**src/rtl/abx_pkg.sv**
```systemverilog
// Package for the aligned block extractor: shared constants, the queue status
// type and the helper that sizes one queue entry. No dependencies.
package abx_pkg;

    localparam int ABX_MAX_SLAVES   = 8;
    localparam int ABX_POS_BITS     = 16;
    localparam int ABX_NUM_PORTS    = 8;
    localparam int ABX_CNT_W        = 4;
    localparam int ABX_ROW_W        = 4;
    localparam int ABX_QUEUE_DEPTH  = 2;
    localparam logic [ABX_CNT_W-1:0] ABX_CFG_RESET = 4'd1;

    typedef struct packed {
        logic full;
        logic empty;
    } t_q_status;

    // One block: master from, master to, width, then one start per slave.
    function automatic int abx_block_width(input int max_slaves, input int pos_bits);
        return (3 + max_slaves) * pos_bits;
    endfunction

    // One entry: slave count, two block-present flags, two blocks.
    function automatic int abx_entry_width(input int max_slaves, input int pos_bits);
        return ABX_CNT_W + 2 + 2 * abx_block_width(max_slaves, pos_bits);
    endfunction

endpackage

```
**src/rtl/abx_queue.sv**
```systemverilog
// Short register queue between the front and back parts of the block.
// Depends on abx_pkg for the status type.
module abx_queue #(
    parameter int WIDTH = 8,
    parameter int DEPTH = abx_pkg::ABX_QUEUE_DEPTH
) (
    input  logic                 i_clk,
    input  logic                 i_rst_n,
    input  logic                 i_push,
    input  logic [WIDTH-1:0]     i_data,
    input  logic                 i_pop,
    output logic [WIDTH-1:0]     o_data,
    output abx_pkg::t_q_status   o_status
);

    localparam int AW = (DEPTH > 1) ? $clog2(DEPTH) : 1;
    localparam int CW = $clog2(DEPTH + 1);

    logic [WIDTH-1:0] r_mem [DEPTH];
    logic [AW-1:0]    r_wp, n_wp;
    logic [AW-1:0]    r_rp, n_rp;
    logic [CW-1:0]    r_cnt, n_cnt;

    always_comb begin
        n_wp  = r_wp;
        n_rp  = r_rp;
        n_cnt = r_cnt;
        if (i_push) begin
            n_wp = (r_wp == AW'(DEPTH - 1)) ? '0 : r_wp + AW'(1);
        end
        if (i_pop) begin
            n_rp = (r_rp == AW'(DEPTH - 1)) ? '0 : r_rp + AW'(1);
        end
        if (i_push && !i_pop) begin
            n_cnt = r_cnt + CW'(1);
        end else if (!i_push && i_pop) begin
            n_cnt = r_cnt - CW'(1);
        end
    end

    always_ff @(posedge i_clk) begin
        if (!i_rst_n) begin
            r_wp  <= '0;
            r_rp  <= '0;
            r_cnt <= '0;
        end else begin
            r_wp  <= n_wp;
            r_rp  <= n_rp;
            r_cnt <= n_cnt;
        end
    end

    always_ff @(posedge i_clk) begin
        if (i_push) begin
            r_mem[r_wp] <= i_data;
        end
    end

    assign o_data         = r_mem[r_rp];
    assign o_status.full  = (r_cnt == CW'(DEPTH));
    assign o_status.empty = (r_cnt == '0);

endmodule

```
**src/rtl/abx_front.sv**
```systemverilog
// Front part: holds the slave count and the open block, checks each residue
// and queues the blocks it closes. Depends on abx_pkg.
module abx_front #(
    parameter int MAX_SLAVES = abx_pkg::ABX_MAX_SLAVES,
    parameter int POS_BITS   = abx_pkg::ABX_POS_BITS,
    parameter int ENTRY_W    = abx_pkg::abx_entry_width(MAX_SLAVES, POS_BITS)
) (
    input  logic                                 i_clk,
    input  logic                                 i_rst_n,
    input  logic                                 i_cfg_valid,
    input  logic [abx_pkg::ABX_CNT_W-1:0]        i_cfg_data,
    output logic                                 o_cfg_ready,
    input  logic                                 i_in_valid,
    output logic                                 o_in_stall,
    input  logic [MAX_SLAVES-1:0][POS_BITS:0]    i_slave_pos,
    input  logic                                 i_last_residue,
    input  abx_pkg::t_q_status                   i_q_status,
    output logic                                 o_push,
    output logic [ENTRY_W-1:0]                   o_entry
);

    localparam int CNT_W = abx_pkg::ABX_CNT_W;
    localparam int BLK_W = abx_pkg::abx_block_width(MAX_SLAVES, POS_BITS);

    logic [CNT_W-1:0]                  r_cfg;
    logic                              r_open, n_open;
    logic [POS_BITS-1:0]               r_ms, n_ms;
    logic [POS_BITS-1:0]               r_mi, n_mi;
    logic [MAX_SLAVES-1:0][POS_BITS-1:0] r_ss, n_ss;

    logic [CNT_W-1:0]                  w_ns;
    logic [MAX_SLAVES-1:0]             w_act;
    logic [MAX_SLAVES-1:0]             w_neg;
    logic [MAX_SLAVES-1:0]             w_match;
    logic [MAX_SLAVES-1:0][POS_BITS-1:0] w_posv;
    logic [POS_BITS-1:0]               w_moff;
    logic [POS_BITS-1:0]               w_idx_m1;
    logic                              w_aligned;
    logic                              w_extend;
    logic                              w_keep;
    logic                              w_open_after;
    logic                              w_has_a;
    logic                              w_has_b;
    logic                              w_acc;
    logic [BLK_W-1:0]                  w_blk_a;
    logic [BLK_W-1:0]                  w_blk_b;

    assign o_cfg_ready = 1'b1;
    assign w_ns = (r_cfg > CNT_W'(MAX_SLAVES)) ? CNT_W'(MAX_SLAVES) : r_cfg;

    assign w_moff   = r_mi - r_ms;
    assign w_idx_m1 = r_mi - POS_BITS'(1);

    // Only active slaves take part; a negative position means unaligned.
    always_comb begin
        for (int k = 0; k < MAX_SLAVES; k++) begin
            w_act[k]   = (CNT_W'(k) < w_ns);
            w_neg[k]   = i_slave_pos[k][POS_BITS];
            w_posv[k]  = w_neg[k] ? '0 : i_slave_pos[k][POS_BITS-1:0];
            w_match[k] = ((w_posv[k] - r_ss[k]) == w_moff);
        end
    end

    assign w_aligned    = &(~w_act | ~w_neg);
    assign w_extend     = w_aligned && (&(~w_act | w_match));
    assign w_keep       = r_open && w_extend;
    assign w_open_after = w_keep || w_aligned;
    assign w_has_a      = r_open && !w_extend;
    assign w_has_b      = i_last_residue && w_open_after;

    // Start of the block that is open once this residue is taken.
    always_comb begin
        n_ms = w_keep ? r_ms : r_mi;
        for (int k = 0; k < MAX_SLAVES; k++) begin
            n_ss[k] = (w_keep || !w_act[k]) ? r_ss[k] : w_posv[k];
        end
    end

    assign w_blk_a = {r_ss, w_idx_m1 - r_ms, w_idx_m1, r_ms};
    assign w_blk_b = {n_ss, r_mi - n_ms, r_mi, n_ms};

    assign w_acc      = i_in_valid && !i_q_status.full;
    assign o_in_stall = i_q_status.full;
    assign o_push     = w_acc && (w_has_a || w_has_b);
    assign o_entry    = {w_ns, w_has_a, w_has_b, w_blk_a, w_blk_b};

    always_comb begin
        n_open = r_open;
        n_mi   = r_mi;
        if (w_acc) begin
            n_open = i_last_residue ? 1'b0 : w_open_after;
            n_mi   = i_last_residue ? '0 : r_mi + POS_BITS'(1);
        end
    end

    always_ff @(posedge i_clk) begin
        if (!i_rst_n) begin
            r_cfg  <= abx_pkg::ABX_CFG_RESET;
            r_open <= 1'b0;
            r_ms   <= '0;
            r_mi   <= '0;
        end else begin
            if (i_cfg_valid) begin
                r_cfg <= i_cfg_data;
            end
            r_open <= n_open;
            r_mi   <= n_mi;
            if (w_acc) begin
                r_ms <= n_ms;
            end
        end
    end

    always_ff @(posedge i_clk) begin
        if (w_acc) begin
            r_ss <= n_ss;
        end
    end

endmodule

```
**src/rtl/abx_back.sv**
```systemverilog
// Back part: walks the queued blocks and sends one row per beat through an
// output register. Depends on abx_pkg.
module abx_back #(
    parameter int MAX_SLAVES = abx_pkg::ABX_MAX_SLAVES,
    parameter int POS_BITS   = abx_pkg::ABX_POS_BITS,
    parameter int ENTRY_W    = abx_pkg::abx_entry_width(MAX_SLAVES, POS_BITS)
) (
    input  logic                           i_clk,
    input  logic                           i_rst_n,
    input  logic [ENTRY_W-1:0]             i_entry,
    input  abx_pkg::t_q_status             i_q_status,
    output logic                           o_pop,
    output logic                           o_out_valid,
    input  logic                           i_out_stall,
    output logic [abx_pkg::ABX_ROW_W-1:0]  o_row,
    output logic [POS_BITS-1:0]            o_range_from,
    output logic [POS_BITS-1:0]            o_range_to,
    output logic                           o_last_row
);

    localparam int CNT_W = abx_pkg::ABX_CNT_W;
    localparam int ROW_W = abx_pkg::ABX_ROW_W;
    localparam int BLK_W = abx_pkg::abx_block_width(MAX_SLAVES, POS_BITS);
    localparam int IDX_W = (MAX_SLAVES > 1) ? $clog2(MAX_SLAVES) : 1;

    logic                 r_valid, n_valid;
    logic [ROW_W-1:0]     r_row, n_row;
    logic                 r_blk, n_blk;
    logic [ROW_W-1:0]     r_out_row, n_out_row;
    logic [POS_BITS-1:0]  r_from, n_from;
    logic [POS_BITS-1:0]  r_to, n_to;
    logic                 r_last, n_last;

    logic [CNT_W-1:0]     w_ns;
    logic                 w_has_a;
    logic                 w_has_b;
    logic                 w_cur_b;
    logic                 w_last_blk;
    logic [BLK_W-1:0]     w_cur;
    logic [POS_BITS-1:0]  w_mfrom;
    logic [POS_BITS-1:0]  w_mto;
    logic [POS_BITS-1:0]  w_width;
    logic [MAX_SLAVES-1:0][POS_BITS-1:0] w_sfrom;
    logic [ROW_W-1:0]     w_row_m1;
    logic [IDX_W-1:0]     w_k;
    logic                 w_row_end;
    logic                 w_adv;
    logic                 w_go;

    assign w_ns    = i_entry[ENTRY_W-1 -: CNT_W];
    assign w_has_a = i_entry[ENTRY_W-CNT_W-1];
    assign w_has_b = i_entry[ENTRY_W-CNT_W-2];

    // The closing block goes out before the block flushed by a last residue.
    assign w_cur_b    = r_blk || !w_has_a;
    assign w_last_blk = w_cur_b || !w_has_b;
    assign w_cur      = w_cur_b ? i_entry[BLK_W-1:0] : i_entry[2*BLK_W-1:BLK_W];

    assign w_mfrom  = w_cur[POS_BITS-1:0];
    assign w_mto    = w_cur[2*POS_BITS-1:POS_BITS];
    assign w_width  = w_cur[3*POS_BITS-1:2*POS_BITS];
    assign w_sfrom  = w_cur[BLK_W-1:3*POS_BITS];
    assign w_row_m1 = r_row - ROW_W'(1);
    assign w_k      = w_row_m1[IDX_W-1:0];

    assign w_row_end = (r_row == ROW_W'(w_ns));
    assign w_adv     = !r_valid || !i_out_stall;
    assign w_go      = w_adv && !i_q_status.empty;
    assign o_pop     = w_go && w_row_end && w_last_blk;

    always_comb begin
        n_valid   = r_valid;
        n_row     = r_row;
        n_blk     = r_blk;
        n_out_row = r_out_row;
        n_from    = r_from;
        n_to      = r_to;
        n_last    = r_last;
        if (w_adv) begin
            n_valid = !i_q_status.empty;
        end
        if (w_go) begin
            n_out_row = r_row;
            n_last    = w_row_end;
            if (r_row == '0) begin
                n_from = w_mfrom;
                n_to   = w_mto;
            end else begin
                n_from = w_sfrom[w_k];
                n_to   = w_sfrom[w_k] + w_width;
            end
            if (w_row_end) begin
                n_row = '0;
                n_blk = !w_last_blk;
            end else begin
                n_row = r_row + ROW_W'(1);
            end
        end
    end

    always_ff @(posedge i_clk) begin
        if (!i_rst_n) begin
            r_valid <= 1'b0;
            r_row   <= '0;
            r_blk   <= 1'b0;
        end else begin
            r_valid <= n_valid;
            r_row   <= n_row;
            r_blk   <= n_blk;
        end
    end

    always_ff @(posedge i_clk) begin
        r_out_row <= n_out_row;
        r_from    <= n_from;
        r_to      <= n_to;
        r_last    <= n_last;
    end

    assign o_out_valid  = r_valid;
    assign o_row        = r_out_row;
    assign o_range_from = r_from;
    assign o_range_to   = r_to;
    assign o_last_row   = r_last;

    a_pop_not_empty: assert property (@(posedge i_clk) disable iff (!i_rst_n)
        o_pop |-> !i_q_status.empty)
        else $error("queue popped while empty");

    a_row_in_range: assert property (@(posedge i_clk) disable iff (!i_rst_n)
        !i_q_status.empty |-> (r_row <= ROW_W'(w_ns)))
        else $error("row counter ran past the slave count");

    a_reset_quiet: assert property (@(posedge i_clk)
        !i_rst_n |=> !o_out_valid)
        else $error("output beat valid right after reset");

endmodule

```
**src/rtl/aligned_block_extractor.sv**
```systemverilog
// Top level of the aligned block extractor: front checker, block queue and
// row emitter. Depends on abx_pkg, abx_front, abx_queue and abx_back.
//
// One master residue is taken per clock while the block queue has room. Each
// closed block leaves as slave_count+1 output beats, one row per unstalled clock
// from the back part's row counter; a last residue that closes one block and
// opens another queues both in one entry. The two-entry queue between the parts
// sets how far input may run ahead of row output: input stalls only when it is full.
module aligned_block_extractor #(
    parameter int MAX_SLAVES = abx_pkg::ABX_MAX_SLAVES,
    parameter int POS_BITS   = abx_pkg::ABX_POS_BITS
) (
    input  logic                           i_clk,
    input  logic                           i_rst_n,
    input  logic                           i_cfg_valid,
    output logic                           o_cfg_ready,
    input  logic [abx_pkg::ABX_CNT_W-1:0]  i_cfg_data,
    input  logic                           i_in_valid,
    output logic                           o_in_stall,
    input  logic [POS_BITS:0]              i_slave_pos_0,
    input  logic [POS_BITS:0]              i_slave_pos_1,
    input  logic [POS_BITS:0]              i_slave_pos_2,
    input  logic [POS_BITS:0]              i_slave_pos_3,
    input  logic [POS_BITS:0]              i_slave_pos_4,
    input  logic [POS_BITS:0]              i_slave_pos_5,
    input  logic [POS_BITS:0]              i_slave_pos_6,
    input  logic [POS_BITS:0]              i_slave_pos_7,
    input  logic                           i_last_residue,
    output logic                           o_out_valid,
    input  logic                           i_out_stall,
    output logic [abx_pkg::ABX_ROW_W-1:0]  o_row,
    output logic [POS_BITS-1:0]            o_range_from,
    output logic [POS_BITS-1:0]            o_range_to,
    output logic                           o_last_row
);

    localparam int ENTRY_W = abx_pkg::abx_entry_width(MAX_SLAVES, POS_BITS);

    logic [abx_pkg::ABX_NUM_PORTS-1:0][POS_BITS:0] w_pos;
    logic                  w_push;
    logic                  w_pop;
    logic [ENTRY_W-1:0]    w_entry_in;
    logic [ENTRY_W-1:0]    w_entry_out;
    abx_pkg::t_q_status    w_q_status;

    assign w_pos = {i_slave_pos_7, i_slave_pos_6, i_slave_pos_5, i_slave_pos_4,
                    i_slave_pos_3, i_slave_pos_2, i_slave_pos_1, i_slave_pos_0};

    abx_front #(
        .MAX_SLAVES (MAX_SLAVES),
        .POS_BITS   (POS_BITS),
        .ENTRY_W    (ENTRY_W)
    ) u_front (
        .i_clk          (i_clk),
        .i_rst_n        (i_rst_n),
        .i_cfg_valid    (i_cfg_valid),
        .i_cfg_data     (i_cfg_data),
        .o_cfg_ready    (o_cfg_ready),
        .i_in_valid     (i_in_valid),
        .o_in_stall     (o_in_stall),
        .i_slave_pos    (w_pos[MAX_SLAVES-1:0]),
        .i_last_residue (i_last_residue),
        .i_q_status     (w_q_status),
        .o_push         (w_push),
        .o_entry        (w_entry_in)
    );

    abx_queue #(
        .WIDTH (ENTRY_W),
        .DEPTH (abx_pkg::ABX_QUEUE_DEPTH)
    ) u_queue (
        .i_clk    (i_clk),
        .i_rst_n  (i_rst_n),
        .i_push   (w_push),
        .i_data   (w_entry_in),
        .i_pop    (w_pop),
        .o_data   (w_entry_out),
        .o_status (w_q_status)
    );

    abx_back #(
        .MAX_SLAVES (MAX_SLAVES),
        .POS_BITS   (POS_BITS),
        .ENTRY_W    (ENTRY_W)
    ) u_back (
        .i_clk        (i_clk),
        .i_rst_n      (i_rst_n),
        .i_entry      (w_entry_out),
        .i_q_status   (w_q_status),
        .o_pop        (w_pop),
        .o_out_valid  (o_out_valid),
        .i_out_stall  (i_out_stall),
        .o_row        (o_row),
        .o_range_from (o_range_from),
        .o_range_to   (o_range_to),
        .o_last_row   (o_last_row)
    );

endmodule

```
**config.mk**
```make
export PLATFORM = sky130hd
export DESIGN_NAME = aligned_block_extractor
export DESIGN_NICKNAME = d
export VERILOG_FILES = /design/src/rtl/abx_pkg.sv /design/src/rtl/abx_queue.sv /design/src/rtl/abx_front.sv /design/src/rtl/abx_back.sv /design/src/rtl/aligned_block_extractor.sv
export SDC_FILE = /design/constraint.sdc
export NUM_CORES = 2
export LEC_CHECK = 0
export BUFFER_PORTS_ARGS = -buffer_cell sky130_fd_sc_hd__clkbuf_2
export CAP_MARGIN = 20
export CORE_ASPECT_RATIO = 1.25
export CORE_MARGIN = 2
export CORE_UTILIZATION = 40
export DETAILED_ROUTE_END_ITERATION = 10
export PLACE_DENSITY = 0.58
export SYNTH_ARGS = -nofsm -noshare
export SYNTH_HDL_FRONTEND = slang
export SYNTH_HIERARCHICAL = 1
export SYNTH_SLANG_ARGS = --single-unit
```
**constraint.sdc**
```tcl
create_clock -name i_clk -period 54.4 [get_ports i_clk]
set_input_delay 8.16 -clock i_clk [delete_from_list [all_inputs] [get_ports i_clk]]
set_output_delay 8.16 -clock i_clk [all_outputs]
set_load 0.05 [all_outputs]
```
==> flow_summary.json <==
{
  "grt_max_degree": 164,
  "ant_nets": 0,
  "async_flop_share_pct": 0,
  "layout-drive-gt1-share_pct": 24.6,
  "criticalPathCategory": "primary input to flip-flop",
  "path_common_cell": "o21ai_0",
  "p_leak_nw": 21.3,
  "yosysWarningCount": 6,
  "clock_path_buffers": 3,
  "wl_per_cell_um": 24.5,
  "worst_slew_pin_slew_ns": 1.20,
  "setup_ws_ns": 38.77,
  "ctsRootBufferMaster": "clkbuf_16",
  "r2r-end": "u_queue/r_mem[0][46]",
  "synthTopCellsByArea": "edfxtp_1 (52%), mux2_4 (9.4%), ha_1 (4.8%)",
  "outcome": "complete, no violations",
  "fin_crit_ns": 15.63,
  "drt_wl_total_um": 139000,
  "end_kind": "flip-flop",
  "fin_cells": 5664,
  "antenna_found_initial": 3,
  "drtIter0Drc": 2485,
  "clkLatencyLatePin_ns": 0.71,
  "place_congestion": 0.895,
  "fmaxAchievable_ghz": 0.0640,
  "hold_violations": 0,
  "netlist_area_um2": 51100,
  "relSlewSlack_pct": 19.6,
  "worst_ep_required_time_ns": 54.92,
  "die_area_um2": 131000,
  "fp.dieH_um": 404,
  "seq_area_um2": 27400,
  "start_kind": "primary input",
  "postSynthAreaPerCell_um2": 13.8,
  "slowest_delay_ns": 0.72,
  "grt.total_usage_pct": 21.1,
  "dp_slack_ns": 38.15,
  "synth_most_common_cell": "edfxtp_1",
  "crit-reg2reg-launch": "u_front/r_mi[0]",
  "dp_hpwl_um": 99300,
  "cp_max_fo": 22,
  "synth.largest_area_cell": "edfxtp_1",
  "slew_viol_final": 0,
  "synthFlopType": "edfxtp_1",
  "numClockSinks": 929,
  "ff2ff_path_depth": 31,
  "rsz0062_at_grt": "no",
  "grt_pass1_wl_um": 203000,
  "hp-class": "flip-flop to flip-flop",
  "vias": 30602,
  "synth-seq-cells": 929,
  "viasPerCell": 5.40,
  "io_buffers": 184,
  "synth_edf_count": 881,
  "post_cts_buffers": 0,
  "cts_resized": 0,
  "fin_nets": 4233,
  "row_count": 146,
  "cts_tree": "yes",
  "post-route-period-util_pct": 28.7,
  "setup_tns_ns": 0,
  "area_growth_pct": 11.3,
  "synth_common_cells": "edfxtp_1 (881), mux2_4 (321), nand2_1 (211)",
  "synthCells": 3694,
  "place_inst": 5487,
  "ir_drop_mv": 0.0239,
  "clkTransAtPathRegs_ns": 0.06,
  "worstPathArrival_ns": 16.15,
  "yosys.area.top_type_share_pct": 51.8,
  "fin_skew_ns": 0.0375,
  "drcViolationCount": 0,
  "gr-total-overflow": 0,
  "power.density_nw_per_um2": 35.0,
  "die_w_um": 324,
  "crit_slowest_cell": "a221oi_1",
  "crit_start": "i_slave_pos_2[16]",
  "initial_utilization_pct": 40.3,
  "total_power_mw": 1.99,
  "dr.pass1.iters": 5,
  "io_pins": 186,
  "fillers": 11537,
  "ctsHoldBuffers": 0,
  "drv_cap": 0,
  "multi_input_area_um2": 22100,
  "grt_pass1_vias": 30572,
  "setup_viol": 0,
  "synth_cell_types": 98,
  "core_um2": 127000,
  "ff2ff_setup_slack_ns": 45.03,
  "h-tree-depth": 3,
  "ys_seq_area_share_pct": 53.7,
  "cts_made_buffers": 94,
  "crit_path_end": "u_queue/r_mem[0][46]",
  "syn_nets": 4046
}
[through the flow]
step	instance area, µm²	utilization (%)	hold WS, ns
detailed placement	53700	42.4	0.485
global placement	53700	42.4	0.477
CTS	56900	44.8	0.498
finish	56900	44.9	0.500
floorplan	51100	-	0.403
global route	56900	44.8	0.513
[critical path, delay by kind of cell]
family	cells	cell delay (ns)
XOR/XNOR	2	0.35
AO/OA/AOI/OAI	16	3.93
AND/OR/NAND/NOR	8	1.94
adder cells (fa/ha/maj)	4	1.23
buffers and inverters	2	0.53
[layout make-up]
| class | count | share of cell area (%) |
|---|---|---|
| inverters | 201 | 1.34 |
| well taps | 1702 | 3.75 |
| multi-input cells | 2420 | 38.8 |
| clock buffers | 121 | 4.46 |
| clock inverters | 52 | 1.05 |
| repair buffers | 235 | 2.38 |
| diodes | 4 | 0.0176 |
| flip-flops and latches | 929 | 48.2 |
[kinds of logic after synthesis]
group / after synthesis / share of synthesized area (%)
muxes: 589 / 17.0
buffers and inverters: 345 / 3.41
DFF: 929 / 53.7
AOI/OAI and AO/OA: 546 / 7.19
adders and majority gates: 206 / 5.22
and+or+nand+nor: 767 / 7.57
xor gates and xnor gates: 311 / 5.90
other: 1 / 0.00734
[worst min-delay path by stage]
| stage | startpoint | depth (start not counted) | to | slack [ns] |
|---|---|---|---|---|
| after global routing | u_front/o_entry[308] | 0 | u_queue/r_mem[1][308] | 0.51 |
| after global placement | u_front/o_entry[322] | 0 | u_queue/r_mem[0][322] | 0.48 |
| after CTS | u_front/o_entry[338] | 0 | u_queue/r_mem[1][338] | 0.50 |
| after floorplan | u_back/r_row[2] | 0 | u_back/o_row[2] | 0.40 |
| final | u_front/o_entry[338] | 0 | u_queue/r_mem[1][338] | 0.50 |
| after detailed placement | u_front/o_entry[338] | 0 | u_queue/r_mem[1][338] | 0.49 |
[power breakdown]
| group | switching, mW | internal [mW] |
|---|---|---|
| Combinational | 0.279 | 0.189 |
| Clock | 0.284 | 0.379 |
| Sequential | 0.0220 | 0.837 |
[per-layer routing]
metal | GRT usage, % | share of wire, % | routed length, µm | vias to the layer above
li1 | - | - | - | 14202
met1 | 27.1 | 42 | 58200 | 15473
met2 | 36.5 | 50 | 69100 | 739
met3 | 2.52 | 4.5 | 6280 | 184
met4 | 7.83 | 3.6 | 5040 | 4
met5 | 0 | 0.025 | 34 | -
[flip-flops by register name, indices dropped and copies added, names as in the netlist, 16 cells and up, named ones only]
register and flops:
u_front/o_entry 128, u_back/o_range_from 16, u_queue/r_mem 716, u_front/r_mi 16, u_back/o_range_to 16, u_front/r_ms 16
[cells in the final DEF (no fill, tap or decap), drive strengths merged, types with 12 or more instances in the layout]
| master | instances |
|---|---|
| nor4 | 18 |
| a31oi | 49 |
| nand2b | 29 |
| xnor3 | 15 |
| o21bai | 16 |
| or3 | 17 |
| xnor2 | 204 |
| buf | 51 |
| clkbuf | 305 |
| nand4 | 20 |
| ha | 194 |
| mux2i | 30 |
| fa | 12 |
| o21ai | 92 |
| a21oi | 134 |
| edfxtp | 881 |
| clkinv | 32 |
| nor3 | 34 |
| a21o | 52 |
| o211ai | 29 |
| o21a | 27 |
| mux2 | 479 |
| xor2 | 90 |
| nor2 | 174 |
| a211oi | 33 |
| and3 | 16 |
| nand2 | 212 |
| nor2b | 150 |
| a21boi | 17 |
| dfxtp | 48 |
| inv | 204 |
| mux4 | 80 |
| o31ai | 14 |
| and2 | 17 |
| nand3 | 38 |
Note: power is estimated with default switching activity, not from simulation.
